## src/rtl/pcg_pkg.sv

```systemverilog
`default_nettype none

package pcg_pkg;

    // field widths fixed by the interface
    localparam int SUBJ_FIELD_W = 32;
    localparam int BYTES_W      = 17;
    localparam int QCOUNT_OUT_W = 16;
    localparam int SBITS_W      = 6;
    localparam int COST_OUT_W   = 21;
    localparam int PADDR_W      = 4;
    localparam int PDATA_W      = 32;

    localparam int SUBJECT_LEN_BITS_DEF = 32;
    localparam int COUNT_BITS_DEF       = 16;
    localparam int QUEUE_DEPTH_DEF      = 4;

    localparam logic CMD_BYTE = 1'b0;
    localparam logic CMD_END  = 1'b1;

    localparam logic [7:0] CHAR_ESCAPE    = 8'h25;  // '%'
    localparam logic [7:0] CHAR_SET_OPEN  = 8'h5B;  // '['
    localparam logic [7:0] CHAR_CARET     = 8'h5E;  // '^'
    localparam logic [7:0] CHAR_SET_CLOSE = 8'h5D;  // ']'
    localparam logic [7:0] CHAR_STAR      = 8'h2A;  // '*'
    localparam logic [7:0] CHAR_PLUS      = 8'h2B;  // '+'
    localparam logic [7:0] CHAR_MINUS     = 8'h2D;  // '-'

    localparam logic [1:0] REG_MAX_SUBJECT = 2'd0;
    localparam logic [1:0] REG_MAX_PATTERN = 2'd1;
    localparam logic [1:0] REG_MAX_COST    = 2'd2;

    localparam logic [31:0] MAX_SUBJECT_RST = 32'd65536;
    localparam logic [15:0] MAX_PATTERN_RST = 16'd1024;
    localparam logic [20:0] MAX_COST_RST    = 21'd24;

    typedef enum logic [1:0] {
        VERDICT_OK           = 2'd0,
        VERDICT_SUBJECT_LONG = 2'd1,
        VERDICT_PATTERN_LONG = 2'd2,
        VERDICT_TOO_COMPLEX  = 2'd3
    } verdict_t;

    typedef struct packed {
        logic                    command;
        logic [7:0]              pattern_char;
        logic [SUBJ_FIELD_W-1:0] subj_length;
    } pcg_in_t;

    typedef struct packed {
        verdict_t                verdict;
        logic [QCOUNT_OUT_W-1:0] quantifier_count;
        logic [SBITS_W-1:0]      subject_bits;
        logic [COST_OUT_W-1:0]   cost_value;
    } pcg_out_t;

    typedef struct packed {
        logic [31:0] max_subject_len;
        logic [15:0] max_pattern_len;
        logic [20:0] max_cost_bits;
    } pcg_cfg_t;

endpackage

`default_nettype wire

```

## src/rtl/pattern_cost_guard_core.sv

```systemverilog
`default_nettype none

// Admission check for a backtracking pattern matcher. Pattern bytes arrive one
// per input word (command 0) and an end word (command 1) carries the subject
// length; each end word yields one result word with the verdict and counts,
// and clears the parse state. Input words are taken one per cycle while the
// queue has room: the parser state in the front end is registered. End words
// enter a small queue and each one then passes the bit-length stage, the
// multiply stage and the output register; the back end sustains one result
// per cycle unless m_ready stalls it. Registers on the APB port: 0x0
// max_subject_len, 0x4 max_pattern_len, 0x8 max_cost_bits; write them only
// while no end word is in flight.
module pattern_cost_guard_core #(
    parameter int SUBJECT_LEN_BITS = pcg_pkg::SUBJECT_LEN_BITS_DEF,
    parameter int COUNT_BITS       = pcg_pkg::COUNT_BITS_DEF,
    parameter int QUEUE_DEPTH      = pcg_pkg::QUEUE_DEPTH_DEF
) (
    input  wire logic                        aclk,
    input  wire logic                        aresetn,
    input  wire logic                        s_valid,
    output logic                             s_ready,
    input  wire pcg_pkg::pcg_in_t            s_data,
    output logic                             m_valid,
    input  wire logic                        m_ready,
    output pcg_pkg::pcg_out_t                m_data,
    input  wire logic                        psel,
    input  wire logic                        penable,
    input  wire logic                        pwrite,
    input  wire logic [pcg_pkg::PADDR_W-1:0] paddr,
    input  wire logic [pcg_pkg::PDATA_W-1:0] pwdata,
    output logic [pcg_pkg::PDATA_W-1:0]      prdata,
    output logic                             pready
);

    localparam int SUBJ_W = (SUBJECT_LEN_BITS < pcg_pkg::SUBJ_FIELD_W) ?
                            SUBJECT_LEN_BITS : pcg_pkg::SUBJ_FIELD_W;
    localparam int JOB_W  = SUBJ_W + pcg_pkg::BYTES_W + COUNT_BITS;

    pcg_pkg::pcg_cfg_t              cfg_reg;
    logic                           cfg_wr;
    logic [1:0]                     reg_idx;

    logic                           q_push, q_pop, q_full, q_empty;
    logic [SUBJ_W-1:0]              f_subj, b_subj;
    logic [pcg_pkg::BYTES_W-1:0]    f_bytes, b_bytes;
    logic [COUNT_BITS-1:0]          f_quant, b_quant;
    logic [JOB_W-1:0]               q_in, q_out;

    assign pready  = 1'b1;
    assign reg_idx = paddr[3:2];
    assign cfg_wr  = psel && penable && pwrite && pready;

    always_ff @(posedge aclk) begin
        if (!aresetn) begin
            cfg_reg.max_subject_len <= pcg_pkg::MAX_SUBJECT_RST;
            cfg_reg.max_pattern_len <= pcg_pkg::MAX_PATTERN_RST;
            cfg_reg.max_cost_bits   <= pcg_pkg::MAX_COST_RST;
        end else if (cfg_wr) begin
            unique case (reg_idx)
                pcg_pkg::REG_MAX_SUBJECT: cfg_reg.max_subject_len <= pwdata;
                pcg_pkg::REG_MAX_PATTERN: cfg_reg.max_pattern_len <= pwdata[15:0];
                pcg_pkg::REG_MAX_COST:    cfg_reg.max_cost_bits   <= pwdata[20:0];
                default: ;
            endcase
        end
    end

    always_comb begin
        unique case (reg_idx)
            pcg_pkg::REG_MAX_SUBJECT: prdata = cfg_reg.max_subject_len;
            pcg_pkg::REG_MAX_PATTERN: prdata = pcg_pkg::PDATA_W'(cfg_reg.max_pattern_len);
            pcg_pkg::REG_MAX_COST:    prdata = pcg_pkg::PDATA_W'(cfg_reg.max_cost_bits);
            default:                  prdata = '0;
        endcase
    end

    pcg_front #(
        .SUBJECT_LEN_BITS (SUBJECT_LEN_BITS),
        .COUNT_BITS       (COUNT_BITS)
    ) u_front (
        .aclk    (aclk),
        .aresetn (aresetn),
        .s_valid (s_valid),
        .s_ready (s_ready),
        .s_data  (s_data),
        .q_full  (q_full),
        .q_push  (q_push),
        .q_subj  (f_subj),
        .q_bytes (f_bytes),
        .q_quant (f_quant)
    );

    assign q_in = {f_subj, f_bytes, f_quant};
    assign {b_subj, b_bytes, b_quant} = q_out;

    pcg_queue #(
        .WIDTH (JOB_W),
        .DEPTH (QUEUE_DEPTH)
    ) u_queue (
        .aclk      (aclk),
        .aresetn   (aresetn),
        .push      (q_push),
        .push_data (q_in),
        .full      (q_full),
        .pop       (q_pop),
        .pop_data  (q_out),
        .empty     (q_empty)
    );

    pcg_back #(
        .SUBJECT_LEN_BITS (SUBJECT_LEN_BITS),
        .COUNT_BITS       (COUNT_BITS)
    ) u_back (
        .aclk    (aclk),
        .aresetn (aresetn),
        .cfg     (cfg_reg),
        .q_empty (q_empty),
        .q_pop   (q_pop),
        .q_subj  (b_subj),
        .q_bytes (b_bytes),
        .q_quant (b_quant),
        .m_valid (m_valid),
        .m_ready (m_ready),
        .m_data  (m_data)
    );

endmodule

`default_nettype wire

```

## src/rtl/pcg_front.sv

```systemverilog
`default_nettype none

module pcg_front #(
    parameter int SUBJECT_LEN_BITS = pcg_pkg::SUBJECT_LEN_BITS_DEF,
    parameter int COUNT_BITS       = pcg_pkg::COUNT_BITS_DEF,
    localparam int SUBJ_W = (SUBJECT_LEN_BITS < pcg_pkg::SUBJ_FIELD_W) ?
                            SUBJECT_LEN_BITS : pcg_pkg::SUBJ_FIELD_W
) (
    input  wire logic                        aclk,
    input  wire logic                        aresetn,
    input  wire logic                        s_valid,
    output logic                             s_ready,
    input  wire pcg_pkg::pcg_in_t            s_data,
    input  wire logic                        q_full,
    output logic                             q_push,
    output logic [SUBJ_W-1:0]                q_subj,
    output logic [pcg_pkg::BYTES_W-1:0]      q_bytes,
    output logic [COUNT_BITS-1:0]            q_quant
);

    typedef enum logic [3:0] {
        MODE_OUT   = 4'b0001,
        MODE_OPEN  = 4'b0010,
        MODE_CARET = 4'b0100,
        MODE_SET   = 4'b1000
    } mode_t;

    mode_t                          mode_reg, mode_next;
    logic                           esc_reg, esc_next;
    logic [pcg_pkg::BYTES_W-1:0]    bytes_reg, bytes_next;
    logic [COUNT_BITS-1:0]          quant_reg, quant_next;
    logic                           accept;
    logic [7:0]                     c;

    assign s_ready = !q_full;
    assign accept  = s_valid && s_ready;
    assign c       = s_data.pattern_char;

    assign q_push  = accept && (s_data.command == pcg_pkg::CMD_END);
    assign q_subj  = s_data.subj_length[SUBJ_W-1:0];
    assign q_bytes = bytes_reg;
    assign q_quant = quant_reg;

    always_comb begin
        mode_next  = mode_reg;
        esc_next   = esc_reg;
        bytes_next = bytes_reg;
        quant_next = quant_reg;
        if (accept) begin
            if (s_data.command == pcg_pkg::CMD_END) begin
                mode_next  = MODE_OUT;
                esc_next   = 1'b0;
                bytes_next = '0;
                quant_next = '0;
            end else begin
                if (bytes_reg != '1) begin
                    bytes_next = bytes_reg + pcg_pkg::BYTES_W'(1);
                end
                priority if (esc_reg) begin
                    esc_next = 1'b0;
                end else if (mode_reg == MODE_OPEN && c == pcg_pkg::CHAR_CARET) begin
                    mode_next = MODE_CARET;
                end else if ((mode_reg == MODE_OPEN || mode_reg == MODE_CARET) &&
                             c == pcg_pkg::CHAR_SET_CLOSE) begin
                    // ']' right after the opening is a literal member
                    mode_next = MODE_SET;
                end else if (c == pcg_pkg::CHAR_ESCAPE) begin
                    esc_next = 1'b1;
                    if (mode_reg != MODE_OUT) begin
                        mode_next = MODE_SET;
                    end
                end else if (mode_reg != MODE_OUT) begin
                    mode_next = (c == pcg_pkg::CHAR_SET_CLOSE) ? MODE_OUT : MODE_SET;
                end else if (c == pcg_pkg::CHAR_SET_OPEN) begin
                    mode_next = MODE_OPEN;
                end else if (c == pcg_pkg::CHAR_STAR || c == pcg_pkg::CHAR_PLUS ||
                             c == pcg_pkg::CHAR_MINUS) begin
                    if (quant_reg != '1) begin
                        quant_next = quant_reg + COUNT_BITS'(1);
                    end
                end else begin
                    mode_next = mode_reg;
                end
            end
        end
    end

    always_ff @(posedge aclk) begin
        if (!aresetn) begin
            mode_reg  <= MODE_OUT;
            esc_reg   <= 1'b0;
            bytes_reg <= '0;
            quant_reg <= '0;
        end else begin
            mode_reg  <= mode_next;
            esc_reg   <= esc_next;
            bytes_reg <= bytes_next;
            quant_reg <= quant_next;
        end
    end

    a_end_clears: assert property (@(posedge aclk) disable iff (!aresetn)
        q_push |=> (bytes_reg == '0) && (quant_reg == '0) && !esc_reg &&
                   (mode_reg == MODE_OUT))
        else $error("parse state not cleared after end word");

endmodule

`default_nettype wire

```

## src/rtl/pcg_queue.sv

```systemverilog
`default_nettype none

module pcg_queue #(
    parameter int WIDTH = 8,
    parameter int DEPTH = pcg_pkg::QUEUE_DEPTH_DEF,
    localparam int PTR_W = (DEPTH > 1) ? $clog2(DEPTH) : 1,
    localparam int CNT_W = $clog2(DEPTH + 1)
) (
    input  wire logic             aclk,
    input  wire logic             aresetn,
    input  wire logic             push,
    input  wire logic [WIDTH-1:0] push_data,
    output logic                  full,
    input  wire logic             pop,
    output logic [WIDTH-1:0]      pop_data,
    output logic                  empty
);

    logic [WIDTH-1:0] mem [DEPTH];
    logic [PTR_W-1:0] wr_ptr_reg, wr_ptr_next;
    logic [PTR_W-1:0] rd_ptr_reg, rd_ptr_next;
    logic [CNT_W-1:0] count_reg, count_next;

    assign full     = (count_reg == CNT_W'(DEPTH));
    assign empty    = (count_reg == '0);
    assign pop_data = mem[rd_ptr_reg];

    always_comb begin
        wr_ptr_next = wr_ptr_reg;
        rd_ptr_next = rd_ptr_reg;
        count_next  = count_reg;
        if (push) begin
            wr_ptr_next = (wr_ptr_reg == PTR_W'(DEPTH - 1)) ? '0 : wr_ptr_reg + PTR_W'(1);
        end
        if (pop) begin
            rd_ptr_next = (rd_ptr_reg == PTR_W'(DEPTH - 1)) ? '0 : rd_ptr_reg + PTR_W'(1);
        end
        if (push && !pop) begin
            count_next = count_reg + CNT_W'(1);
        end else if (pop && !push) begin
            count_next = count_reg - CNT_W'(1);
        end
    end

    always_ff @(posedge aclk) begin
        if (!aresetn) begin
            wr_ptr_reg <= '0;
            rd_ptr_reg <= '0;
            count_reg  <= '0;
        end else begin
            wr_ptr_reg <= wr_ptr_next;
            rd_ptr_reg <= rd_ptr_next;
            count_reg  <= count_next;
        end
    end

    always_ff @(posedge aclk) begin
        if (push) begin
            mem[wr_ptr_reg] <= push_data;
        end
    end

    a_no_overflow: assert property (@(posedge aclk) disable iff (!aresetn)
        !(push && full))
        else $error("queue push while full");

    a_no_underflow: assert property (@(posedge aclk) disable iff (!aresetn)
        !(pop && empty))
        else $error("queue pop while empty");

endmodule

`default_nettype wire

```

## src/rtl/pcg_back.sv

```systemverilog
`default_nettype none

module pcg_back #(
    parameter int SUBJECT_LEN_BITS = pcg_pkg::SUBJECT_LEN_BITS_DEF,
    parameter int COUNT_BITS       = pcg_pkg::COUNT_BITS_DEF,
    localparam int SUBJ_W = (SUBJECT_LEN_BITS < pcg_pkg::SUBJ_FIELD_W) ?
                            SUBJECT_LEN_BITS : pcg_pkg::SUBJ_FIELD_W
) (
    input  wire logic                        aclk,
    input  wire logic                        aresetn,
    input  wire pcg_pkg::pcg_cfg_t           cfg,
    input  wire logic                        q_empty,
    output logic                             q_pop,
    input  wire logic [SUBJ_W-1:0]           q_subj,
    input  wire logic [pcg_pkg::BYTES_W-1:0] q_bytes,
    input  wire logic [COUNT_BITS-1:0]       q_quant,
    output logic                             m_valid,
    input  wire logic                        m_ready,
    output pcg_pkg::pcg_out_t                m_data
);

    localparam int COST_W = COUNT_BITS + pcg_pkg::SBITS_W;
    localparam int CMP_W  = (COST_W > pcg_pkg::COST_OUT_W) ? COST_W : pcg_pkg::COST_OUT_W;
    localparam int QX_W   = (COUNT_BITS > pcg_pkg::QCOUNT_OUT_W) ?
                            COUNT_BITS : pcg_pkg::QCOUNT_OUT_W;

    // stage 1: bit length of subject length
    logic                           st1_valid_reg;
    logic [SUBJ_W-1:0]              st1_subj_reg;
    logic [pcg_pkg::BYTES_W-1:0]    st1_bytes_reg;
    logic [COUNT_BITS-1:0]          st1_quant_reg;
    logic [pcg_pkg::SBITS_W-1:0]    st1_bits_reg;
    // stage 2: cost product
    logic                           st2_valid_reg;
    logic [SUBJ_W-1:0]              st2_subj_reg;
    logic [pcg_pkg::BYTES_W-1:0]    st2_bytes_reg;
    logic [COUNT_BITS-1:0]          st2_quant_reg;
    logic [pcg_pkg::SBITS_W-1:0]    st2_bits_reg;
    logic [COST_W-1:0]              st2_cost_reg;
    // output register
    logic                           m_valid_reg;
    pcg_pkg::pcg_out_t              m_data_reg, m_data_next;

    logic                           out_free, st2_free, st1_free;
    logic [pcg_pkg::SBITS_W-1:0]    bits_len;
    logic [CMP_W-1:0]               cost_x;
    logic [QX_W-1:0]                quant_x;
    logic                           subj_over, bytes_over, cost_over;

    assign out_free = !m_valid_reg || m_ready;
    assign st2_free = !st2_valid_reg || out_free;
    assign st1_free = !st1_valid_reg || st2_free;
    assign q_pop    = !q_empty && st1_free;

    assign m_valid = m_valid_reg;
    assign m_data  = m_data_reg;

    // leading-one position + 1
    always_comb begin
        bits_len = '0;
        for (int i = 0; i < SUBJ_W; i++) begin
            if (q_subj[i]) begin
                bits_len = pcg_pkg::SBITS_W'(i + 1);
            end
        end
    end

    assign cost_x  = CMP_W'(st2_cost_reg);
    assign quant_x = QX_W'(st2_quant_reg);

    assign subj_over  = pcg_pkg::SUBJ_FIELD_W'(st2_subj_reg) > cfg.max_subject_len;
    assign bytes_over = st2_bytes_reg > pcg_pkg::BYTES_W'(cfg.max_pattern_len);
    assign cost_over  = cost_x > CMP_W'(cfg.max_cost_bits);

    always_comb begin
        priority if (subj_over) begin
            m_data_next.verdict = pcg_pkg::VERDICT_SUBJECT_LONG;
        end else if (bytes_over) begin
            m_data_next.verdict = pcg_pkg::VERDICT_PATTERN_LONG;
        end else if (cost_over) begin
            m_data_next.verdict = pcg_pkg::VERDICT_TOO_COMPLEX;
        end else begin
            m_data_next.verdict = pcg_pkg::VERDICT_OK;
        end
        m_data_next.quantifier_count =
            (quant_x > QX_W'({pcg_pkg::QCOUNT_OUT_W{1'b1}})) ?
            {pcg_pkg::QCOUNT_OUT_W{1'b1}} : quant_x[pcg_pkg::QCOUNT_OUT_W-1:0];
        m_data_next.subject_bits = st2_bits_reg;
        m_data_next.cost_value =
            (cost_x > CMP_W'({pcg_pkg::COST_OUT_W{1'b1}})) ?
            {pcg_pkg::COST_OUT_W{1'b1}} : cost_x[pcg_pkg::COST_OUT_W-1:0];
    end

    always_ff @(posedge aclk) begin
        if (!aresetn) begin
            st1_valid_reg <= 1'b0;
            st2_valid_reg <= 1'b0;
            m_valid_reg   <= 1'b0;
        end else begin
            if (st1_free) begin
                st1_valid_reg <= !q_empty;
            end
            if (st2_free) begin
                st2_valid_reg <= st1_valid_reg;
            end
            if (out_free) begin
                m_valid_reg <= st2_valid_reg;
            end
        end
    end

    always_ff @(posedge aclk) begin
        if (st1_free) begin
            st1_subj_reg  <= q_subj;
            st1_bytes_reg <= q_bytes;
            st1_quant_reg <= q_quant;
            st1_bits_reg  <= bits_len;
        end
        if (st2_free) begin
            st2_subj_reg  <= st1_subj_reg;
            st2_bytes_reg <= st1_bytes_reg;
            st2_quant_reg <= st1_quant_reg;
            st2_bits_reg  <= st1_bits_reg;
            st2_cost_reg  <= COST_W'(st1_quant_reg) * COST_W'(st1_bits_reg);
        end
        if (out_free) begin
            m_data_reg <= m_data_next;
        end
    end

    a_out_drains: assert property (@(posedge aclk) disable iff (!aresetn)
        m_valid && m_ready && !st2_valid_reg |=> !m_valid)
        else $error("result word repeated");

    a_st2_holds: assert property (@(posedge aclk) disable iff (!aresetn)
        st2_valid_reg && !out_free |=> st2_valid_reg && $stable(st2_cost_reg))
        else $error("cost stage lost while output stalled");

endmodule

`default_nettype wire

```

## config.mk

```make
export PLATFORM = sky130hd
export DESIGN_NAME = pattern_cost_guard_core
export DESIGN_NICKNAME = d
export VERILOG_FILES = /design/src/rtl/pcg_pkg.sv /design/src/rtl/pattern_cost_guard_core.sv /design/src/rtl/pcg_front.sv /design/src/rtl/pcg_queue.sv /design/src/rtl/pcg_back.sv
export SDC_FILE = /design/constraint.sdc
export NUM_CORES = 1
export LEC_CHECK = 0
export ABC_AREA = 1
export BUFFER_PORTS_ARGS = -buffer_cell sky130_fd_sc_hd__buf_4
export CORE_AREA = 3 3 267 269
export DETAILED_ROUTE_END_ITERATION = 8
export DIE_AREA = 0 0 270 272
export PLACE_DENSITY_LB_ADDON = 0.15
export REMOVE_ABC_BUFFERS = 1
export SYNTH_ARGS = -nofsm -noshare
export SYNTH_HDL_FRONTEND = slang
export SYNTH_HIERARCHICAL = 1
export SYNTH_SLANG_ARGS = --single-unit
```

## constraint.sdc

```tcl
create_clock -name aclk -period 7.3 [get_ports aclk]
set_input_delay 1.46 -clock aclk [delete_from_list [all_inputs] [get_ports aclk]]
set_output_delay 1.46 -clock aclk [all_outputs]
set_load 0.005 [all_outputs]
```

==> summary.md, run 1 <==
| Metric | Value |
|---|---|
| Run status | `complete, no violations` |
| Leak | `12.59 nW` |
| Tot GR Track Use | `17.89%` |
| Hold_buf cts | `0` |
| DRT Pass-1 Iters | `5` |
| Syn-to-layout area delta | `13.91%` |
| Root buffer cell | `clkbuf_16` |
| Asr flop ratio synth | `0%` |
| Post-Route Setup TNS | `0 ns` |
| Clock skew | `0.01976 ns` |
| IO Pins | `164` |
| Vias in the first global route | `18080` |
| Fin. Hold Viols | `0` |
| Initial antenna violation count | `2` |
| DIE AREA | `0.07344 mm²` |
| Sequential area share after synthesis | `59.61%` |
| Non-Filler Instances | `3657` |
| Number of synthesized flops with an enable pin | `469` |
| Netlist cell types | `60` |
| CTS tree | `built` |
| Mapped cell area | `0.02762 mm²` |
| Buffers and inverters on the worst path | `1` |
| Highest clock rate | `0.2061 GHz` |
| RD Place Congestion | `0.8217` |
| Min cycle time layout | `4.852 ns` |
| Reg clk slew, reported paths | `0.05 ns` |
| Dpl hpwl | `44180 µm` |
| #FFs+latches synth | `588` |
| # port buffers | `160` |
| Mapped Avg Cell Area | `10.78 µm²` |
| Htree depth | `3` |
| Worst Setup Path Type | `flop to flop` |
| WL final | `65460 µm` |
| Max-slew headroom | `25.98%` |
| Final #Nets | `2926` |
| CP required | `7.62 ns` |
| WP depth | `19` |
| R2R cell count | `19` |
| MaxCap Viol Count | `0` |
| Setup Buffers After CTS | `0` |
| DRC | `0` |
| Main flop type after synthesis | `edfxtp_1` |
| Post-Synthesis Cells | `2562` |
| Worst VDD drop | `0.0006155 V` |
| CP arrival | `5.18 ns` |
| Clock tree buffer depth | `3` |
| Die Width | `270 µm` |
| CP endpoint kind | `flop` |
| Starting density of the core | `40.13%` |
| CP max stage delay | `0.84 ns` |
| Drt via density | `4.952` |
| YS warnings | `6` |
| Resize count post-CTS | `0` |
| PwrDens | `485.9 mW/mm²` |
| Type of origin of the critical path | `flop` |
| Worst slew pin tran | `1.109 ns` |
| Share of post-route cells with drive strength above 1 | `14.35%` |
| Hold Path Stages | `0` |
| Grt total ovfl | `0` |
| Core area | `0.06883 mm²` |
| Die Ht | `272 µm` |
| Worst-skew pair later-pin latency | `0.59 ns` |
| Min Hold Slack | `0.4160 ns` |
| Num Clock Sinks | `588` |
| CTS buffer count | `66` |
| RSZ-0062 raised after global routing | `no` |
| Dpl cells | `3539` |
| Hold WC Path Type | `flop to flop` |
| Site Rows | `96` |
| Most used cell, CP | `nand2_1` |
| Avg WL per Cell | `17.90 µm` |
| Critical path, cell by cell | `nand2_1 -> fa_1 -> inv_1 -> fa_1 -> fa_1 -> ha_1 -> a21oi_1 -> nand2_1 -> nand2_1 -> o211ai_2 -> nand2_1 -> nand2_1 -> a21oi_1 -> o21ai_2 -> a21oi_1 -> o21bai_2 -> a31oi_2 -> o21ai_2 -> xor2_1` |
| CP Max Fanout | `17` |
| DR iter-0 viols | `1348` |
| First-pass GRT wire length | `102600 µm` |
| Via count | `18110` |
| Slew Viols, Final | `0` |
| Antenna Nets Post-Route | `0` |
| Setup violators final | `0` |
| Max reg flops | `260` |
| Family with the most delay on the worst path | `adder cells` |
| Tcrit/Tclk final | `66.47%` |
| Largest net degree at the start of global routing | `86` |
| Critical-path top delay cell | `edfxtp_1` |
area by class of cell:
class,count,area [µm²]
antenna,1,2.502
sequential,588,16470
clock buffer,87,1803
clock inverter,30,330.3
inverter,327,1237
fill,6343,37360
tap,931,1165
timing repair buffer,176,1321
multi-input combinational,1517,9136
path summary, 6_finish.rpt:
path | startpoint | endpoint | slack (ns)
min | u_back/st1_subj_reg[25]$_DFFE_PN_ | u_back/st2_subj_reg[25]$_DFFE_PP_ | 0.42
max reg2reg | u_back/st1_bits_reg[2]$_SDFFCE_PP0N_ | u_back/cost_x[21]$_DFFE_PP_ | 2.45
min reg2reg | u_back/st1_subj_reg[25]$_DFFE_PN_ | u_back/st2_subj_reg[25]$_DFFE_PP_ | 0.42
max | u_back/st1_bits_reg[2]$_SDFFCE_PP0N_ | u_back/cost_x[21]$_DFFE_PP_ | 2.45
per-layer routing:
metal  share of wire, %  GRT usage [%]  vias up
met1                 45          23.61     8781
met4                2.8          6.651        2
met5              0.031              0        -
met3                5.0          3.013      105
li1                   -              -     8809
met2                 48          29.71      412
through the flow:
stage / instance area [µm²] / worst slack [ns] / util [%] / power, mW
6_report: 31470 / 2.448 / 45.72 / 15.29
4_1_cts: 31460 / 2.415 / 45.72 / 15.60
3_3_place_gp: 29330 / 2.494 / 42.62 / 12.08
2_1_floorplan: 26810 / 1.780 / - / 10.16
3_5_place_dp: 29330 / 2.434 / 42.62 / 12.26
5_1_grt: 31460 / 2.072 / 45.72 / 16.67
where the power goes:
part / total [mW] / switching, mW / internal, mW / leakage, nW
clock: 3.26 / 1.28 / 1.98 / 1.05
combinational: 6.64 / 4.00 / 2.64 / 5.95
sequential: 5.38 / 0.554 / 4.83 / 5.59
cell usage after synthesis (5+ instances only):
master | instances | area share (%)
edfxtp_1 | 469 | 51
nand2_1 | 395 | 5.4
nor2_1 | 338 | 4.6
inv_1 | 316 | 4.3
nand3_1 | 133 | 2.4
dfxtp_1 | 119 | 8.6
o21ai_0 | 112 | 2.0
ha_1 | 108 | 4.9
a21oi_1 | 86 | 1.6
fa_1 | 58 | 4.2
o22ai_1 | 46 | 1.0
buf_2 | 40 | 0.72
buf_4 | 37 | 1.0
o21ai_1 | 37 | 0.67
clkbuf_1 | 33 | 0.45
nor3_1 | 25 | 0.45
nor2_4 | 24 | 0.98
or2_2 | 21 | 0.48
o22ai_2 | 20 | 0.91
xor2_1 | 17 | 0.54
nand4_1 | 14 | 0.32
buf_6 | 12 | 0.49
o21ai_2 | 11 | 0.35
nor4_1 | 8 | 0.18
nor2_2 | 7 | 0.16
inv_2 | 6 | 0.082
a22o_1 | 5 | 0.16
buf_1 | 5 | 0.068
o21a_1 | 5 | 0.14
xnor2_1 | 5 | 0.16
cells in the final DEF, fill, tap and decap left out, drive strengths merged, types with 90 or more instances in the layout:
cell / n
dfxtp: 119
a21oi: 90
nor2: 369
nand2: 400
edfxtp: 469
buf: 176
nand3: 135
inv: 324
ha: 108
o21ai: 160
cell families after synthesis:
family	share of synthesized area (%)
simple gates	15.40
flops	59.61
buf+inv	7.424
compound gates	7.764
fa+ha+maj	9.095
xor+xnor	0.6975
other cells	0.01358
(Power assumes the default switching activity.)
==> run 2: changes to the inputs <==
==> constraint.sdc (replaced) <==
create_clock -name aclk -period 4.3 [get_ports aclk]
set_input_delay 0.86 -clock aclk [delete_from_list [all_inputs] [get_ports aclk]]
set_output_delay 0.86 -clock aclk [all_outputs]
set_load 0.005 [all_outputs]
==> run 2 against run 1 <==
Net effect: worst hold slack worse by 0.011 ns; final cell count is 2.1% higher; die area stayed put; first-iteration DRC count is 11% lower; non-clock buffer count is 82 higher.
==> summary.md, run 2 (same netlist as run 1, synthesis figures left out) <==
| Metric | Value |
|---|---|
| Run status | `complete, no violations (unchanged)` |
| Leak | `12.98 nW (was 12.59 nW)` |
| DRT Pass-1 Iters | `5 (unchanged)` |
| CP arrival | `4.64 ns (was 5.18 ns)` |
| Site Rows | `96 (unchanged)` |
| Highest clock rate | `0.2336 GHz (was 0.2061 GHz)` |
| Worst Setup Path Type | `flop to flop (unchanged)` |
| PwrDens | `901.7 mW/mm² (was 485.9 mW/mm²)` |
| Antenna Nets Post-Route | `0 (unchanged)` |
| CP endpoint kind | `flop (unchanged)` |
| Worst VDD drop | `0.001305 V (was 0.0006155 V)` |
| Pwr Total | `29.10 mW (was 15.29 mW)` |
| Syn-to-layout area delta | `16.83% (was 13.91%)` |
| Max reg flops | `260 (unchanged)` |
| Via count | `18270 (was 18110)` |
| Most common cell after layout, fill and taps aside | `edfxtp_1 (unchanged)` |
| Final cell utilization of the core | `46.89% (was 45.72%)` |
| N_diodes | `0 (was 1)` |
| Clock tree buffer depth | `3 (unchanged)` |
| Setup WS post-layout | `0.01941 ns (was 2.448 ns)` |
| Non-Filler Instances | `3732 (was 3657)` |
| FF-to-FF End | `u_back/cost_x[20]$_DFFE_PP_ (was u_back/cost_x[21]$_DFFE_PP_)` |
| Grt total ovfl | `0 (unchanged)` |
| IO Pins | `164 (unchanged)` |
| CP required | `4.66 ns (was 7.62 ns)` |
| Reg clk slew, reported paths | `0.06 ns (was 0.05 ns)` |
| CTS tree | `built (unchanged)` |
| Final #Nets | `3002 (was 2926)` |
| # port buffers | `160 (unchanged)` |
| Hold WC Path Type | `flop to flop (unchanged)` |
| DIE AREA | `0.07344 mm² (unchanged)` |
| Avg WL per Cell | `17.63 µm (was 17.90 µm)` |
| DRC | `0 (unchanged)` |
| Share of post-route cells with drive strength above 1 | `18.17% (was 14.35%)` |
| DP Worst Slack | `-0.1058 ns (was 2.434 ns)` |
| Tot GR Track Use | `17.61% (was 17.89%)` |
| Hold Path Stages | `0 (unchanged)` |
| Dpl cells | `3602 (was 3539)` |
| Vias in the first global route | `17900 (was 18080)` |
| DR iter-0 viols | `1196 (was 1348)` |
| Starting density of the core | `40.13% (unchanged)` |
| DP Area | `0.02985 mm² (was 0.02933 mm²)` |
| CP Max Fanout | `5 (was 17)` |
| Htree depth | `2 (was 3)` |
| Slew Viols, Final | `0 (unchanged)` |
| Dpl hpwl | `45140 µm (was 44180 µm)` |
| Worst slew pin tran | `1.110 ns (was 1.109 ns)` |
| WL final | `65790 µm (was 65460 µm)` |
| RD Place Congestion | `0.7992 (was 0.8217)` |
| Initial antenna violation count | `1 (was 2)` |
| CTS buffer count | `60 (was 66)` |
| Worst-skew pair later-pin latency | `0.62 ns (was 0.59 ns)` |
| Max-slew headroom | `25.90% (was 25.98%)` |
| Die Width | `270 µm (unchanged)` |
| WHS Endpoint | `u_back/m_data[27]$_DFFE_PP_ (was u_back/st2_subj_reg[25]$_DFFE_PP_)` |
| Setup violators final | `0 (unchanged)` |
| Worst reg2reg path startpoint | `u_back/st1_quant_reg[5]$_DFFE_PN_ (was u_back/st1_bits_reg[2]$_SDFFCE_PP0N_)` |
| MaxCap Viol Count | `0 (unchanged)` |
| Hold Startpoint | `u_back/quant_x[0]$_DFFE_PP_ (was u_back/st1_subj_reg[25]$_DFFE_PN_)` |
| Largest net degree at the start of global routing | `73 (was 86)` |
| Min cycle time layout | `4.281 ns (was 4.852 ns)` |
| Clock skew | `0.02054 ns (was 0.01976 ns)` |
| Num Clock Sinks | `588 (unchanged)` |
| Most frequent cells in the layout | `469 x edfxtp_1, 380 x nand2_1, 334 x nor2_1 (was 469 x edfxtp_1, 393 x nand2_1, 334 x nor2_1)` |
| Type of origin of the critical path | `flop (unchanged)` |
| Cell area after layout | `0.03227 mm² (was 0.03147 mm²)` |
| RSZ-0062 raised after global routing | `yes (was no)` |
| First-pass GRT wire length | `101600 µm (was 102600 µm)` |
| Core area | `0.06883 mm² (unchanged)` |
| R2r setup slk | `0.02 ns (was 2.45 ns)` |
| R2R cell count | `23 (was 19)` |
| Die Ht | `272 µm (unchanged)` |
| Root buffer cell | `clkbuf_16 (unchanged)` |
| Fin. Hold Viols | `0 (unchanged)` |
| Tcrit/Tclk final | `99.55% (was 66.47%)` |
| Drt via density | `4.896 (was 4.952)` |
-- run 2: how the worst max path moves through the flow --
stage	from	end	slack, ns	cells past startpoint
2_1_floorplan	flop	u_back/st1_bits_reg[0]$_SDFFCE_PP0N_	-0.76	33
3_3_place_gp	u_back/st1_bits_reg[2]$_SDFFCE_PP0N_	u_back/cost_x[20]$_DFFE_PP_	-0.07	25
3_5_place_dp	u_back/st1_bits_reg[2]$_SDFFCE_PP0N_	u_back/cost_x[20]$_DFFE_PP_	-0.11	25
4_1_cts	u_back/st1_bits_reg[2]$_SDFFCE_PP0N_	u_back/cost_x[20]$_DFFE_PP_	-0.004	25
5_1_grt	u_back/st1_quant_reg[5]$_DFFE_PN_	u_back/cost_x[20]$_DFFE_PP_	-0.21	23
6_report	u_back/st1_quant_reg[5]$_DFFE_PN_	u_back/cost_x[20]$_DFFE_PP_	0.02	23
-- run 2: cell type report --
type / count / area, µm²
clock buffer: 75 / 1608
clock inverter: 36 / 498.0
inverter: 327 / 1236
fill: 6251 / 36560
sequential: 588 / 16470
timing repair buffer: 258 / 2014
multi-input combinational: 1517 / 9279
tap: 931 / 1165
-- run 2: layer usage --
layer	global-route usage (%)	wire (µm)
met4	4.682	1444
met2	29.40	31100
met5	0	0
met1	23.86	29720
met3	2.986	3520
-- run 2: metrics by stage --
step / hold slack (ns) / setup TNS [ns]
2_1_floorplan: 0.4003 / -10.04
3_3_place_gp: 0.4024 / -0.1531
3_5_place_dp: 0.4045 / -0.2125
4_1_cts: 0.3944 / -0.004427
5_1_grt: 0.4016 / -0.6636
6_report: 0.4053 / 0
-- run 2: what timing repair did --
| item | in CTS | in global routing |
|---|---|---|
| hold buffers | 0 | 0 |
| gates resized for setup | 9 | 34 |
| endpoints found under the setup margin | 3 | 6 |
| cloned | 0 | 1 |
| endpoints found under the hold margin | 0 | 0 |
| pin swaps | 13 | 9 |
| buffers inserted | 6 | 12 |
-- run 2: power breakdown --
part / internal, mW / leakage, nW / switching, mW / total [mW]
registers: 8.18 / 5.58 / 0.650 / 8.84
logic: 6.85 / 6.38 / 7.93 / 14.8
clock network: 3.31 / 1.01 / 2.18 / 5.49
-- run 2: worst max-delay path, stage by stage, from the launching register on --
cell and delay (ns):
edfxtp_1 0.50, buf_4 0.17, nand2_1 0.07, fa_1 0.52, inv_1 0.06, fa_1 0.46
fa_1 0.60, ha_4 0.24, nand2_4 0.08, clkinv_1 0.06, nand4_2 0.09, o211ai_2 0.10
a21oi_2 0.15, o21ai_2 0.07, nand2_2 0.06, inv_2 0.04, o21ai_2 0.11, nand2_2 0.07
a21boi_2 0.17, o21ai_2 0.08, a21oi_2 0.12, nor2_1 0.05, nor2_2 0.09, xnor2_1 0.07
==> run 3: changes to the inputs <==
--- a/config.mk
+++ b/config.mk
@@ -7,12 +7,11 @@
 export LEC_CHECK = 0
 export ABC_AREA = 1
 export BUFFER_PORTS_ARGS = -buffer_cell sky130_fd_sc_hd__buf_4
-export CORE_AREA = 3 3 267 269
+export CORE_AREA = 3 3 236 284
 export DETAILED_ROUTE_END_ITERATION = 8
-export DIE_AREA = 0 0 270 272
+export DIE_AREA = 0 0 239 287
 export PLACE_DENSITY_LB_ADDON = 0.15
 export REMOVE_ABC_BUFFERS = 1
 export SYNTH_ARGS = -nofsm -noshare
 export SYNTH_HDL_FRONTEND = slang
-export SYNTH_HIERARCHICAL = 1
 export SYNTH_SLANG_ARGS = --single-unit
==> run 3 against run 2 <==
Net effect: critical path depth grew 3; clock power down 3%; global-route usage is 0.15 points higher; largest power group unchanged; sequential cell count stayed put; first-iteration DRC count down 14%; sequential power barely moved; power is 3.3% lower; critical path type unchanged; worst hold slack improved by 0.0032 ns; register-to-register slack got worse by 0.33 ns; the run now ends with negative setup slack left; cell area shrank 5.3%; fmax fell by 7.1%; utilization up 0.43 points.
==> summary.md, run 3 <==
| Metric | Value |
|---|---|
| Tcrit/Tclk final | `107.2% (was 99.55%)` |
| Run status | `finished, violations left (was complete, no violations)` |
| MaxCap Viol Count | `0 (unchanged)` |
| Share of post-route cells with drive strength above 1 | `17.06% (was 18.17%)` |
| Avg WL per Cell | `18.67 µm (was 17.63 µm)` |
| CP endpoint kind | `flop (unchanged)` |
| Top-count cell post-synth | `edfxtp_1 (unchanged)` |
| Proportion of synthesized area in mux cells | `0% (unchanged)` |
| Worst Setup Path Type | `flop to flop (unchanged)` |
| Fill cells | `5787 (was 6251)` |
| Top cells by area, synth | `edfxtp_1 55%, dfxtp_1 9.3%, ha_1 5.2% (was edfxtp_1 51%, dfxtp_1 8.6%, nand2_1 5.4%)` |
| IO Pins | `164 (unchanged)` |
| Syn-to-layout area delta | `18.66% (was 16.83%)` |
| Initial antenna violation count | `3 (was 1)` |
| Final #Nets | `2671 (was 3002)` |
| DP Area | `0.02824 mm² (was 0.02985 mm²)` |
| Hold_buf cts | `0 (unchanged)` |
| Failing checks | `negative setup slack` |
| Max-slew headroom | `32.05% (was 25.90%)` |
| Clock tree buffer depth | `3 (unchanged)` |
| Slew Viols, Final | `0 (unchanged)` |
| Sequential area share after synthesis | `63.94% (was 59.61%)` |
| Grt total ovfl | `0 (unchanged)` |
| Main flop type after synthesis | `edfxtp_1 (unchanged)` |
| WL final | `61640 µm (was 65790 µm)` |
| Setup WS post-layout | `-0.3097 ns (was 0.01941 ns)` |
| Asr flop ratio synth | `0% (unchanged)` |
| PwrDens | `920.8 mW/mm² (was 901.7 mW/mm²)` |
| Post-Route Setup TNS | `-0.7011 ns (was 0 ns)` |
| DR iter-0 viols | `1023 (was 1196)` |
| Post-Synth XOR/XNOR Area | `0.6462% (was 0.6976%)` |
| Site Rows | `102 (was 96)` |
| Max reg flops | `260 (unchanged)` |
| DP Worst Slack | `-0.2442 ns (was -0.1058 ns)` |
| Post-Synthesis Cells | `2201 (was 2562)` |
| Pwr Total | `28.14 mW (was 29.10 mW)` |
| Tot GR Track Use | `17.76% (was 17.61%)` |
| Root buffer cell | `clkbuf_16 (unchanged)` |
| DRC | `0 (unchanged)` |
| RSZ-0062 raised after global routing | `yes (unchanged)` |
| Clock skew | `0.01622 ns (was 0.02054 ns)` |
| Num Clock Sinks | `588 (unchanged)` |
| DIE AREA | `0.06859 mm² (was 0.07344 mm²)` |
| Cell accounting for the most synthesized area | `edfxtp_1 (unchanged)` |
| Worst VDD drop | `0.0008787 V (was 0.001305 V)` |
| Most frequent cells in the layout | `469 x edfxtp_1, 332 x nand2_1, 244 x inv_1 (was 469 x edfxtp_1, 380 x nand2_1, 334 x nor2_1)` |
| Setup violators final | `5 (was 0)` |
| # port buffers | `160 (unchanged)` |
| Final cell utilization of the core | `47.32% (was 46.89%)` |
| First-pass GRT wire length | `94390 µm (was 101600 µm)` |
| Mapped cell area | `0.02575 mm² (was 0.02762 mm²)` |
| Highest clock rate | `0.2169 GHz (was 0.2336 GHz)` |
| Cell area after layout | `0.03056 mm² (was 0.03227 mm²)` |
| CP Max Fanout | `3 (was 5)` |
| Die Width | `239 µm (was 270 µm)` |
| Netlist cell types | `52 (was 60)` |
| Hold WC Path Type | `flop to flop (unchanged)` |
| Vias in the first global route | `16570 (was 17900)` |
| Fin. Hold Viols | `0 (unchanged)` |
| CTS buffer count | `58 (was 60)` |
| Min cycle time layout | `4.610 ns (was 4.281 ns)` |
| Leak | `12.24 nW (was 12.98 nW)` |
| CP required | `4.67 ns (was 4.66 ns)` |
| CP arrival | `4.98 ns (was 4.64 ns)` |
| RD Place Congestion | `0.8938 (was 0.7992)` |
| Via count | `16720 (was 18270)` |
| Largest family of logic cells by synthesized area | `compound AO/OA/AOI/OAI gates (was simple AND/OR/NAND/NOR gates)` |
| Die Ht | `287 µm (was 272 µm)` |
| Htree depth | `2 (unchanged)` |
| Post-Synth Adder-Cell Area | `9.756% (was 9.095%)` |
| Synth Area in Compound Gates | `10.64% (was 7.764%)` |
| Antenna Nets Post-Route | `0 (unchanged)` |
| Worst-skew pair later-pin latency | `0.62 ns (about the same)` |
| Most common cell after layout, fill and taps aside | `edfxtp_1 (unchanged)` |
| DRT Pass-1 Iters | `5 (unchanged)` |
| Reg clk slew, reported paths | `0.07 ns (was 0.06 ns)` |
| YS warnings | `0 (was 6)` |
| Drt via density | `5.065 (was 4.896)` |
| Dpl hpwl | `42080 µm (was 45140 µm)` |
| Commonest cells post-synth | `469 x edfxtp_1, 340 x nand2_1, 248 x inv_1, 169 x a21oi_1, 164 x nor2_1 (was 469 x edfxtp_1, 395 x nand2_1, 338 x nor2_1, 316 x inv_1, 133 x nand3_1)` |
| Mapped Avg Cell Area | `11.70 µm² (was 10.78 µm²)` |
| #FFs+latches synth | `588 (unchanged)` |
| Worst slew pin tran | `1.019 ns (was 1.110 ns)` |
| Type of origin of the critical path | `flop (unchanged)` |
| Largest net degree at the start of global routing | `133 (was 73)` |
| Core area | `0.06458 mm² (was 0.06883 mm²)` |
| Synth Area in Simple Gates | `9.600% (was 15.40%)` |
| CTS tree | `built (unchanged)` |
| Number of synthesized flops with an enable pin | `469 (unchanged)` |
| Starting density of the core | `39.88% (was 40.13%)` |
| Post-synth top area share | `54.69% (was 50.99%)` |
run 3: cell count changes after synthesis, sizes merged, moves of 7 or more:
cell,previous run,this run
o221ai,1,17
nor2,369,165
nand3,135,37
nand2,400,343
buf,97,24
a32oi,0,24
clkbuf,33,62
nand4,16,9
o21ai,160,168
inv,324,260
a21oi,90,170
o22ai,66,39
run 3: cell type report:
class,instances,area (µm²),area share [%]
well taps,832,1041,3.407
inverters,262,985.9,3.226
flip-flops and latches,588,16470,53.90
multi-input cells,1265,8102,26.51
diodes,1,2.502,0.008189
clock inverters,48,550.5,1.802
repair buffers,246,1952,6.387
clock buffers,59,1455,4.762
run 3: worst max-delay path: stages (launching register included):
cell and delay [ns]:
edfxtp_1 0.43, nand2_1 0.11, inv_2 0.04, fa_1 0.53, inv_1 0.05, fa_1 0.46, fa_1 0.56, inv_2 0.05
ha_4 0.24, buf_6 0.12, a21oi_2 0.11, nand2_1 0.09, a21oi_2 0.14, o21bai_1 0.12, nand2_1 0.09, nand2_2 0.07
a21oi_4 0.16, o21ai_2 0.09, nand3_2 0.07, nand2_2 0.07, nand3_2 0.07, nand2_2 0.06, a21oi_2 0.11, o21bai_1 0.10
a21oi_1 0.17, o21ai_1 0.10, xor2_1 0.16
run 3: what timing repair did:
action | in CTS | in global routing
hold endpoints to repair | 0 | 0
pin swaps | 32 | 35
endpoints found under the setup margin | 4 | 6
buffers inserted | 16 | 4
gates resized for setup | 30 | 16
run 3: path summary, 6_finish.rpt:
| check | startpoint | to | slack (ns) | depth (start not counted) |
|---|---|---|---|---|
| worst max-delay path | u_back.st1_bits_reg[2]$_SDFFCE_PP0N_ | u_back.cost_x[20]$_DFFE_PP_ | -0.31 | 26 |
| worst min-delay path | u_back.st1_subj_reg[21]$_DFFE_PN_ | u_back.st2_subj_reg[21]$_DFFE_PP_ | 0.41 | 0 |
| worst max register to register | u_back.st1_bits_reg[2]$_SDFFCE_PP0N_ | u_back.cost_x[20]$_DFFE_PP_ | -0.31 | 26 |
| worst min register to register | u_back.st1_subj_reg[21]$_DFFE_PN_ | u_back.st2_subj_reg[21]$_DFFE_PP_ | 0.41 | 0 |
run 3: metrics by stage:
stage / std cells / hold WS (ns)
floorplan: 2115 / 0.4003
global placement: 3178 / 0.4026
detailed placement: 3178 / 0.4045
CTS: 3301 / 0.3981
global route: 3301 / 0.4067
finish: 3301 / 0.4085
run 3: cells by family after synthesis:
kind of cell             count (synthesis)
AO/OA/AOI/OAI                          471
other                                    1
adder cells (fa/ha/maj)                166
XOR/XNOR                                19
AND/OR/NAND/NOR                        608
buffers and inverters                  348
flip-flops                             588
run 3: report_power, final:
part	total, mW	internal, mW	switching, mW
sequential	8.87	8.18	0.693
clock	5.30	3.13	2.17
combinational	14.0	6.52	7.45
run 3: routing by layer:
layer | global-route usage [%] | routed length [µm] | vias up
met5 | 0 | 27 | -
met4 | 5.823 | 1890 | 4
li1 | - | - | 8108
met1 | 23.18 | 26510 | 8093
met2 | 30.11 | 29770 | 419
met3 | 3.100 | 3438 | 96
